===== config.mk =====
export PLATFORM = sky130hd
export DESIGN_NAME = png_stored_block_encoder
export DESIGN_NICKNAME = d
export VERILOG_FILES = /design/src/sv/pngse_pkg.sv /design/src/sv/png_stored_block_encoder.sv /design/src/sv/pngse_ctrl.sv /design/src/sv/pngse_dp.sv
export VERILOG_INCLUDE_DIRS = /design/src /design/src/sv
export SDC_FILE = /design/constraint.sdc
export NUM_CORES = 2
export LEC_CHECK = 0
export ABC_AREA = 1
export BUFFER_PORTS_ARGS = -buffer_cell sky130_fd_sc_hd__buf_2
export CAP_MARGIN = 10
export CORE_UTILIZATION = 50
export DETAILED_ROUTE_END_ITERATION = 6
export GPL_TIMING_DRIVEN = 1
export PLACE_DENSITY = 0.77
export SETUP_SLACK_MARGIN = 0.1
export SLEW_MARGIN = 20
export SYNTH_ARGS = -nofsm -noshare
export SYNTH_HDL_FRONTEND = slang
export SYNTH_SLANG_ARGS = --single-unit

===== constraint.sdc =====
create_clock -name clk -period 12.8 [get_ports clk]
set_input_delay 1.92 -clock clk [delete_from_list [all_inputs] [get_ports clk]]
set_output_delay 1.92 -clock clk [all_outputs]
set_load 0.02 [all_outputs]

===== src/sv/assert_macros.svh =====
// ----------------------------------------------------------------------------
// Assertion macros
// Concurrent assertion helpers shared by the RTL.
// ----------------------------------------------------------------------------
`ifndef ASSERT_MACROS_SVH
`define ASSERT_MACROS_SVH
`ifndef SYNTHESIS
`define ASSERT_ALWAYS(lbl, clk, rst, prop) \
  lbl: assert property (@(posedge clk) disable iff (rst) prop) else $error("assertion failed");
`define ASSERT_NEVER(lbl, clk, rst, expr) \
  lbl: assert property (@(posedge clk) disable iff (rst) !(expr)) else $error("forbidden condition");
`else
`define ASSERT_ALWAYS(lbl, clk, rst, prop)
`define ASSERT_NEVER(lbl, clk, rst, expr)
`endif
`endif


===== src/sv/pngse_pkg.sv =====
// ----------------------------------------------------------------------------
// PNG stored-block encoder package
// Shared constants, command and status types, CRC byte update.
// ----------------------------------------------------------------------------
package pngse_pkg;

  localparam int unsigned MAX_W     = 8192;
  localparam int unsigned MAX_H     = 8192;
  localparam int unsigned BLK_LIMIT = 65535;
  localparam int unsigned ADLER_MOD = 65521;
  localparam logic [31:0] CRC_POLY  = 32'hEDB88320;

  localparam logic [1:0] REG_WIDTH  = 2'd0;
  localparam logic [1:0] REG_HEIGHT = 2'd1;
  localparam logic [1:0] REG_ALPHA  = 2'd2;

  localparam logic [5:0] HDR_LAST  = 6'd42;
  localparam logic [5:0] HDR_LEN0  = 6'd33;
  localparam logic [5:0] BLK_LAST  = 6'd4;
  localparam logic [5:0] TAIL_LAST = 6'd19;

  typedef enum logic [2:0] {
    SRC_HDR,
    SRC_BLK,
    SRC_FILT,
    SRC_PIX,
    SRC_TAIL
  } src_t;

  typedef struct packed {
    logic       take;
    logic       start;
    logic       emit;
    src_t       src;
    logic [5:0] idx;
    logic       last;
    logic       eoi;
  } cmd_t;

  typedef struct packed {
    logic started;
    logic bir_zero;
    logic fill_zero;
    logic rem_one;
    logic out_free;
  } status_t;

  function automatic logic [31:0] crc_byte(input logic [31:0] c_in, input logic [7:0] b);
    logic [31:0] c;
    c = c_in ^ {24'd0, b};
    for (int i = 0; i < 8; i++) begin
      c = c[0] ? (CRC_POLY ^ (c >> 1)) : (c >> 1);
    end
    return c;
  endfunction

endpackage


===== src/sv/png_stored_block_encoder.sv =====
// ----------------------------------------------------------------------------
// PNG stored-block encoder
// Streams a complete PNG file (signature, IHDR, stored-deflate IDAT, IEND)
// from raw pixel bytes in raster order.
// ----------------------------------------------------------------------------
//   channel  | signals                                  | direction
//   in       | in_valid, in_stall, pixel_byte           | sink
//   out      | out_valid, out_stall, out_byte, last_of_run, end_of_image | source
//   cfg      | cfg_we, cfg_index, cfg_data              | sink, write only
//
// A pixel byte is taken in idle and passes the decision states before the output bytes it causes.
// The first byte of an image adds the header bytes, the last adds the trailer bytes.
// The controller emits each byte through the single output register.
// Output stall holds the sequencer; input stall is high outside idle.
// Reset is synchronous; geometry registers return to 1 x 1 RGB.
module png_stored_block_encoder import pngse_pkg::*; (
  input  logic        clk,
  input  logic        rst,
  input  logic        cfg_we,
  input  logic [1:0]  cfg_index,
  input  logic [13:0] cfg_data,
  input  logic        in_valid,
  output logic        in_stall,
  input  logic [7:0]  pixel_byte,
  output logic        out_valid,
  input  logic        out_stall,
  output logic [7:0]  out_byte,
  output logic        last_of_run,
  output logic        end_of_image
);

  cmd_t    cmd;
  status_t st;

  pngse_ctrl u_ctrl (
    .clk      (clk),
    .rst      (rst),
    .in_valid (in_valid),
    .in_stall (in_stall),
    .st       (st),
    .cmd      (cmd)
  );

  pngse_dp u_dp (
    .clk          (clk),
    .rst          (rst),
    .cfg_we       (cfg_we),
    .cfg_index    (cfg_index),
    .cfg_data     (cfg_data),
    .pixel_byte   (pixel_byte),
    .cmd          (cmd),
    .st           (st),
    .out_valid    (out_valid),
    .out_stall    (out_stall),
    .out_byte     (out_byte),
    .last_of_run  (last_of_run),
    .end_of_image (end_of_image)
  );

endmodule


===== src/sv/pngse_ctrl.sv =====
// ----------------------------------------------------------------------------
// PNG stored-block encoder controller
// Sequences header, block header, raw and trailer bytes for each transfer.
// ----------------------------------------------------------------------------
module pngse_ctrl import pngse_pkg::*; (
  input  logic    clk,
  input  logic    rst,
  input  logic    in_valid,
  output logic    in_stall,
  input  status_t st,
  output cmd_t    cmd
);

  typedef enum logic [3:0] {
    IDLE, HDR, RDEC, FHDR, FILT, PDEC, PHDR, PIX, TAIL
  } state_t;

  state_t     state;
  logic [5:0] k;

  assign in_stall = (state != IDLE);

  always_comb begin
    cmd       = '0;
    cmd.idx   = k;
    cmd.src   = SRC_HDR;
    cmd.take  = (state == IDLE) && in_valid;
    cmd.start = cmd.take && !st.started;
    case (state)
      HDR:  begin cmd.emit = st.out_free; cmd.src = SRC_HDR;  end
      FHDR: begin cmd.emit = st.out_free; cmd.src = SRC_BLK;  end
      PHDR: begin cmd.emit = st.out_free; cmd.src = SRC_BLK;  end
      FILT: begin cmd.emit = st.out_free; cmd.src = SRC_FILT; end
      PIX: begin
        cmd.emit = st.out_free;
        cmd.src  = SRC_PIX;
        cmd.last = !st.rem_one;
      end
      TAIL: begin
        cmd.emit = st.out_free;
        cmd.src  = SRC_TAIL;
        cmd.last = (k == TAIL_LAST);
        cmd.eoi  = (k == TAIL_LAST);
      end
      default: ;
    endcase
  end

  always_ff @(posedge clk) begin
    if (rst) begin
      state <= IDLE;
      k     <= '0;
    end else begin
      case (state)
        IDLE: if (in_valid) begin
          k     <= '0;
          state <= st.started ? RDEC : HDR;
        end
        HDR: if (st.out_free) begin
          k <= k + 6'd1;
          if (k == HDR_LAST) state <= RDEC;
        end
        RDEC: begin
          k <= '0;
          if (!st.bir_zero)      state <= PDEC;
          else if (st.fill_zero) state <= FHDR;
          else                   state <= FILT;
        end
        FHDR: if (st.out_free) begin
          k <= k + 6'd1;
          if (k == BLK_LAST) state <= FILT;
        end
        FILT: if (st.out_free) state <= PDEC;
        PDEC: begin
          k     <= '0;
          state <= st.fill_zero ? PHDR : PIX;
        end
        PHDR: if (st.out_free) begin
          k <= k + 6'd1;
          if (k == BLK_LAST) state <= PIX;
        end
        PIX: if (st.out_free) begin
          k     <= '0;
          state <= st.rem_one ? TAIL : IDLE;
        end
        TAIL: if (st.out_free) begin
          k <= k + 6'd1;
          if (k == TAIL_LAST) state <= IDLE;
        end
        default: state <= IDLE;
      endcase
    end
  end

endmodule


===== src/sv/pngse_dp.sv =====
// ----------------------------------------------------------------------------
// PNG stored-block encoder datapath
// Geometry, IDAT length, counters, CRC-32, Adler-32 and output register.
// ----------------------------------------------------------------------------
`include "assert_macros.svh"
module pngse_dp import pngse_pkg::*; (
  input  logic        clk,
  input  logic        rst,
  input  logic        cfg_we,
  input  logic [1:0]  cfg_index,
  input  logic [13:0] cfg_data,
  input  logic [7:0]  pixel_byte,
  input  cmd_t        cmd,
  output status_t     st,
  output logic        out_valid,
  input  logic        out_stall,
  output logic [7:0]  out_byte,
  output logic        last_of_run,
  output logic        end_of_image
);

  logic [13:0] image_width, image_height;
  logic        has_alpha;
  logic [13:0] geo_w, geo_h;
  logic        geo_a;
  logic [15:0] row_len;
  logic [28:0] raw_tot;
  logic [13:0] nblk;
  logic [31:0] idat_len;
  logic [7:0]  pix;
  logic        started;
  logic [15:0] byte_in_row, block_fill;
  logic [28:0] raw_remaining;
  logic [31:0] crc_reg;
  logic [15:0] adler_low, adler_high;

  logic [13:0] w_clamp, h_clamp;
  logic [16:0] r_sum, r_red;
  logic [12:0] q0;
  logic [7:0]  byte_sel;
  logic        crc_feed, crc_init;
  logic [31:0] crc_inv, adler_word;
  logic [15:0] blk_n, blk_ninv;
  logic [16:0] lo_s, hi_s;
  logic [15:0] lo_n, hi_n;
  logic        raw_emit, finish;

  assign w_clamp = (image_width == 14'd0) ? 14'd1 :
                   (image_width > 14'(MAX_W)) ? 14'(MAX_W) : image_width;
  assign h_clamp = (image_height == 14'd0) ? 14'd1 :
                   (image_height > 14'(MAX_H)) ? 14'(MAX_H) : image_height;

  assign q0    = raw_tot[28:16];
  assign r_sum = {4'd0, q0} + {1'b0, raw_tot[15:0]};
  assign r_red = (r_sum >= 17'(BLK_LIMIT)) ? r_sum - 17'(BLK_LIMIT) : r_sum;

  assign crc_inv    = ~crc_reg;
  assign adler_word = {adler_high, adler_low};
  assign blk_n      = (raw_remaining > 29'(BLK_LIMIT)) ? 16'(BLK_LIMIT) : raw_remaining[15:0];
  assign blk_ninv   = ~blk_n;

  always_comb begin
    byte_sel = 8'h00;
    crc_feed = 1'b0;
    crc_init = 1'b0;
    case (cmd.src)
      SRC_HDR: begin
        case (cmd.idx)
          6'd0:  byte_sel = 8'h89;
          6'd1:  byte_sel = 8'h50;
          6'd2:  byte_sel = 8'h4E;
          6'd3:  byte_sel = 8'h47;
          6'd4:  byte_sel = 8'h0D;
          6'd5:  byte_sel = 8'h0A;
          6'd6:  byte_sel = 8'h1A;
          6'd7:  byte_sel = 8'h0A;
          6'd11: byte_sel = 8'h0D;
          6'd12: byte_sel = 8'h49;
          6'd13: byte_sel = 8'h48;
          6'd14: byte_sel = 8'h44;
          6'd15: byte_sel = 8'h52;
          6'd18: byte_sel = {2'd0, geo_w[13:8]};
          6'd19: byte_sel = geo_w[7:0];
          6'd22: byte_sel = {2'd0, geo_h[13:8]};
          6'd23: byte_sel = geo_h[7:0];
          6'd24: byte_sel = 8'h08;
          6'd25: byte_sel = geo_a ? 8'h06 : 8'h02;
          6'd29: byte_sel = crc_inv[31:24];
          6'd30: byte_sel = crc_inv[23:16];
          6'd31: byte_sel = crc_inv[15:8];
          6'd32: byte_sel = crc_inv[7:0];
          6'd33: byte_sel = idat_len[31:24];
          6'd34: byte_sel = idat_len[23:16];
          6'd35: byte_sel = idat_len[15:8];
          6'd36: byte_sel = idat_len[7:0];
          6'd37: byte_sel = 8'h49;
          6'd38: byte_sel = 8'h44;
          6'd39: byte_sel = 8'h41;
          6'd40: byte_sel = 8'h54;
          6'd41: byte_sel = 8'h78;
          6'd42: byte_sel = 8'h01;
          default: byte_sel = 8'h00;
        endcase
        crc_feed = (cmd.idx >= 6'd12 && cmd.idx <= 6'd28) || (cmd.idx >= 6'd37);
        crc_init = (cmd.idx == 6'd12) || (cmd.idx == 6'd37);
      end
      SRC_BLK: begin
        crc_feed = 1'b1;
        case (cmd.idx)
          6'd0:    byte_sel = {7'd0, raw_remaining <= 29'(BLK_LIMIT)};
          6'd1:    byte_sel = blk_n[7:0];
          6'd2:    byte_sel = blk_n[15:8];
          6'd3:    byte_sel = blk_ninv[7:0];
          default: byte_sel = blk_ninv[15:8];
        endcase
      end
      SRC_FILT: crc_feed = 1'b1;
      SRC_PIX: begin
        byte_sel = pix;
        crc_feed = 1'b1;
      end
      SRC_TAIL: begin
        case (cmd.idx)
          6'd0:  byte_sel = adler_word[31:24];
          6'd1:  byte_sel = adler_word[23:16];
          6'd2:  byte_sel = adler_word[15:8];
          6'd3:  byte_sel = adler_word[7:0];
          6'd4:  byte_sel = crc_inv[31:24];
          6'd5:  byte_sel = crc_inv[23:16];
          6'd6:  byte_sel = crc_inv[15:8];
          6'd7:  byte_sel = crc_inv[7:0];
          6'd12: byte_sel = 8'h49;
          6'd13: byte_sel = 8'h45;
          6'd14: byte_sel = 8'h4E;
          6'd15: byte_sel = 8'h44;
          6'd16: byte_sel = crc_inv[31:24];
          6'd17: byte_sel = crc_inv[23:16];
          6'd18: byte_sel = crc_inv[15:8];
          6'd19: byte_sel = crc_inv[7:0];
          default: byte_sel = 8'h00;
        endcase
        crc_feed = (cmd.idx <= 6'd3) || (cmd.idx >= 6'd12 && cmd.idx <= 6'd15);
        crc_init = (cmd.idx == 6'd12);
      end
      default: ;
    endcase
  end

  assign lo_s = {1'b0, adler_low} + {9'd0, byte_sel};
  assign lo_n = (lo_s >= 17'(ADLER_MOD)) ? 16'(lo_s - 17'(ADLER_MOD)) : lo_s[15:0];
  assign hi_s = {1'b0, adler_high} + {1'b0, lo_n};
  assign hi_n = (hi_s >= 17'(ADLER_MOD)) ? 16'(hi_s - 17'(ADLER_MOD)) : hi_s[15:0];

  assign raw_emit = cmd.emit && (cmd.src == SRC_FILT || cmd.src == SRC_PIX);
  assign finish   = cmd.emit && cmd.eoi;

  assign st.started   = started;
  assign st.bir_zero  = (byte_in_row == 16'd0);
  assign st.fill_zero = (block_fill == 16'd0);
  assign st.rem_one   = (raw_remaining == 29'd1);
  assign st.out_free  = !out_valid || !out_stall;

  always_ff @(posedge clk) begin
    if (rst) begin
      image_width   <= 14'd1;
      image_height  <= 14'd1;
      has_alpha     <= 1'b0;
      geo_w         <= 14'd1;
      geo_h         <= 14'd1;
      geo_a         <= 1'b0;
      started       <= 1'b0;
      byte_in_row   <= '0;
      block_fill    <= '0;
      raw_remaining <= '0;
      crc_reg       <= '1;
      adler_low     <= 16'd1;
      adler_high    <= '0;
      out_valid     <= 1'b0;
    end else begin
      if (cfg_we) begin
        case (cfg_index)
          REG_WIDTH:  image_width  <= cfg_data;
          REG_HEIGHT: image_height <= cfg_data;
          REG_ALPHA:  has_alpha    <= cfg_data[0];
          default: ;
        endcase
      end
      if (cmd.start) begin
        geo_w      <= w_clamp;
        geo_h      <= h_clamp;
        geo_a      <= has_alpha;
        started    <= 1'b1;
        adler_low  <= 16'd1;
        adler_high <= '0;
      end
      if (cmd.emit && crc_feed) crc_reg <= crc_byte(crc_init ? '1 : crc_reg, byte_sel);
      if (cmd.emit && cmd.src == SRC_HDR && cmd.idx == HDR_LEN0) raw_remaining <= raw_tot;
      if (raw_emit) begin
        adler_low     <= lo_n;
        adler_high    <= hi_n;
        raw_remaining <= raw_remaining - 29'd1;
        block_fill    <= (block_fill == 16'(BLK_LIMIT - 1)) ? 16'd0 : block_fill + 16'd1;
      end
      if (cmd.emit && cmd.src == SRC_PIX)
        byte_in_row <= (byte_in_row + 16'd1 >= row_len) ? 16'd0 : byte_in_row + 16'd1;
      if (finish) begin
        started     <= 1'b0;
        byte_in_row <= '0;
        block_fill  <= '0;
      end
      if (cmd.emit)          out_valid <= 1'b1;
      else if (!out_stall)   out_valid <= 1'b0;
    end
  end

  always_ff @(posedge clk) begin
    if (cmd.take) pix <= pixel_byte;
    row_len  <= geo_a ? {geo_w, 2'b00} : ({1'b0, geo_w, 1'b0} + {2'b00, geo_w});
    raw_tot  <= 29'(geo_h) * 29'({1'b0, row_len} + 17'd1);
    nblk     <= {1'b0, q0} + 14'(r_sum >= 17'(BLK_LIMIT)) + 14'(r_red != 17'd0);
    idat_len <= {3'd0, raw_tot} + {16'd0, nblk, 2'b00} + {18'd0, nblk} + 32'd6;
    if (cmd.emit) begin
      out_byte     <= byte_sel;
      last_of_run  <= cmd.last;
      end_of_image <= cmd.eoi;
    end
  end

  `ASSERT_ALWAYS(a_eoi_last, clk, rst, out_valid && end_of_image |-> last_of_run)
  `ASSERT_NEVER(a_no_overwrite, clk, rst, cmd.emit && out_valid && out_stall)
  `ASSERT_ALWAYS(a_finish_clears, clk, rst, finish |=> !started && byte_in_row == 16'd0)

endmodule

==> results.ini <==
[clock_network]
cts_tree = built
clock_latency_ps = 580
cts-htree-levels = 2
path_clk_slew_ps = 60
cts_setup_buffers = 0
clkSinkCount = 303
clock_path_buffers = 3
cts_hold_buf = 0
post_cts_resized = 0
cts_root_buffer = clkbuf_16
cts_buffers = 37

[power_and_ir_drop]
powerDensity_nw_per_um2 = 137
max-vdd-ir-drop_mv = 0.124
p_leak_nw = 15.6

[sta]
tightest_slew_ps = 1130
final-setup-viol-count = 0
post-route-period-util = 0.707
hold_violations = 0
max_freq_ghz = 0.110
max-slew-margin-rel = 0.242
fin_skew_ps = 35.4
fin_tns_setup_ps = 0
finalHoldWorstSlack_ps = 453
rsz0062_at_grt = false
layout_min_cycle_time_ps = 9060
slew_viol_final = 0

[critical_path]
timing.critical_path.from = u_ctrl.k[2]$_SDFFE_PP0P_
cpMostUsedCell = nand2_1
critPathCaptureType = register
cp_slowest_cell = nand3_1
worstPathArrival_ps = 9470
r2r_end = u_dp.adler_high[6]$_SDFFE_PP0P_
ff2ff_path_depth = 41
critical_path_class = reg -> reg
crit_path_max_incr_delay_ps = 700
cp_max_fo = 17
r2r_slack_ps = 3740
start_kind = register
required_ps = 13210
rr_startpoint = u_ctrl.k[2]$_SDFFE_PP0P_
setup.worst_path.end = u_dp.adler_high[6]$_SDFFE_PP0P_

[floorplanning]
io_pins = 41
fp-row-count = 88
die-area_um2 = 59200
die_height_um = 243
start_util = 0.506
die_w_um = 243
core_um2 = 57600

[cells_and_area]
largest_reg_flops = 32
syn2layout_area_growth_pct = 7.53
diodes = 0
drive_above_1_share = 0.0441
fin_nets = 4756
final_util = 0.544
fill_cells = 5570

[detailed_routing]
first_pass_iters = 6
viasPerCell = 5.54
wirelength_um = 89000
vias = 28381
drtIter0Drc = 2696
wl_per_cell_um = 17.4
postRouteAntennaNets = 0
drc = 0

[yosys]
yosysTopAreaCell = dfxtp_1
yosysSeqAreaShare = 0.214
yosysTopAreaCellShare = 0.196
ys_top_cells_by_area = dfxtp_1 (20%), nand2_1 (15%), fa_1 (13%), ha_1 (9.3%), inv_1 (7.9%)
yosysUniqueCellTypes = 64
synth_edf_count = 18
syn-cell-area_um2 = 29100
synthCells = 4337
yosysWarnings = 0
syn_area_per_cell_um2 = 6.71
synthTopCellsByCount = nand2_1 (1,171), inv_1 (611), nor2_1 (464)
synth_fp_nets = 4766
ys.flop_type = dfxtp_1
yosysMostFrequentCell = nand2_1
ys_ff_latch = 303
async_flop_share = 0

[grt]
grt_usage = 0.297
grt-busiest-layer = met2
grt_pass1_vias = 26859
grt_pass1_wl_um = 142000
use_met2 = 0.480
grt-ovfl-total = 0
grt_util_met1 = 0.392
grt_antenna_before_repair = 1
use_met3 = 0.0507
grt_max_degree = 61

[worst_hold_path]
min_path_type = reg -> reg

[placement]
dp_hpwl_um = 69600
routabilityCongestion = 0.998
port_buffers = 40

[job]
maxCapViolations = 0

[outcome]
status = complete, no violations

==> worst max-delay path, delay by kind of cell (launching register included) <==
kind                     cells  cell delay (ps)
AND/OR/NAND/NOR             32             6410
adder cells (fa/ha/maj)      3             1030
AO/OA/AOI/OAI                3              470
buffers and inverters        2              160
XOR/XNOR                     1              420
flip-flops                   1              370
==> cells by family after synthesis <==
| group | Yosys count | share of synthesized area |
|---|---|---|
| flip-flops | 303 | 0.214 |
| XOR/XNOR | 182 | 0.0550 |
| other | 1 | 0.000129 |
| AO/OA/AOI/OAI | 613 | 0.116 |
| adder cells (fa/ha/maj) | 400 | 0.219 |
| AND/OR/NAND/NOR | 2099 | 0.299 |
| buffers and inverters | 739 | 0.0963 |
==> power breakdown <==
group	total (W)	internal [W]	switching (W)	leakage, nW
sequential	0.00124	0.00109	0.000152	2.48
combinational	0.00189	0.000581	0.00131	12.5
clock	0.00115	0.000683	0.000462	0.655
total	0.00428	0.00235	0.00192	15.6
==> metrics by stage <==
| stage | area, um^2 | total power (W) | setup WS (ps) | instances |
|---|---|---|---|---|
| 6_report | 31300 | 0.00428 | 3740 | 5120 |
| 5_1_grt | 31300 | 0.00455 | 2810 | 5120 |
| 4_1_cts | 31300 | 0.00425 | 3930 | 5120 |
| 2_1_floorplan | 29100 | 0.00257 | 6220 | 4337 |
| 3_5_place_dp | 30000 | 0.00309 | 3990 | 5053 |
| 3_3_place_gp | 30000 | 0.00307 | 4230 | 5053 |
==> placed cells by master (no fill, tap or decap), types with 4 or more instances in the layout <==
| master | count |
|---|---|
| nand2_1 | 1171 |
| inv_1 | 610 |
| nor2_1 | 463 |
| a21oi_1 | 289 |
| dfxtp_1 | 285 |
| nand3_1 | 236 |
| ha_1 | 217 |
| fa_1 | 183 |
| o21ai_0 | 179 |
| xor2_1 | 151 |
| nand4_1 | 77 |
| nor3_1 | 61 |
| clkbuf_16 | 39 |
| buf_2 | 39 |
| xnor2_1 | 30 |
| nor4_1 | 25 |
| o21ai_1 | 22 |
| nand2_2 | 20 |
| o211ai_1 | 19 |
| buf_4 | 19 |
| edfxtp_1 | 18 |
| o22ai_1 | 15 |
| a31oi_1 | 15 |
| nor2_2 | 14 |
| o221ai_1 | 14 |
| inv_2 | 13 |
| or2_2 | 11 |
| clkinv_1 | 10 |
| o21bai_1 | 8 |
| a21o_1 | 7 |
| o21a_1 | 7 |
| a211oi_1 | 6 |
| a22oi_1 | 6 |
| clkinv_2 | 6 |
| bufinv_16 | 5 |
| and2_1 | 4 |
| o2111ai_1 | 4 |
| o31ai_1 | 4 |
| clkinv_4 | 4 |
==> routing by layer <==
metal | wire length, um | vias to the layer above
met1 | 37500 | 13118
li1 | - | 13854
met2 | 40000 | 1164
met3 | 7620 | 243
met4 | 3780 | 2
met5 | 11 | -
==> final cells by class <==
class	instances	area (um^2)	share of cell area
clock buffers	43	1020	0.0326
inverters	632	2370	0.0758
flip-flops and latches	303	6250	0.199
clock inverters	24	302	0.00963
multi-input cells	3295	20100	0.641
repair buffers	58	338	0.0108
well taps	765	957	0.0306
==> how the worst min path moves through the flow <==
stage,endpoint,from,slack (ps),depth (start not counted)
floorplan,u_dp.geo_a$_SDFFE_PP0P_,u_dp.has_alpha$_SDFFE_PP0P_,430,2
global placement,u_dp.crc_reg[12]$_SDFFE_PP1P_,u_dp.crc_reg[12]$_SDFFE_PP1P_,450,2
detailed placement,u_dp.geo_a$_SDFFE_PP0P_,u_dp.has_alpha$_SDFFE_PP0P_,450,2
CTS,u_dp.has_alpha$_SDFFE_PP0P_,u_dp.has_alpha$_SDFFE_PP0P_,460,2
global route,u_dp.has_alpha$_SDFFE_PP0P_,u_dp.has_alpha$_SDFFE_PP0P_,480,2
finish,u_dp.has_alpha$_SDFFE_PP0P_,u_dp.has_alpha$_SDFFE_PP0P_,450,2
(Power assumes the default switching activity.)
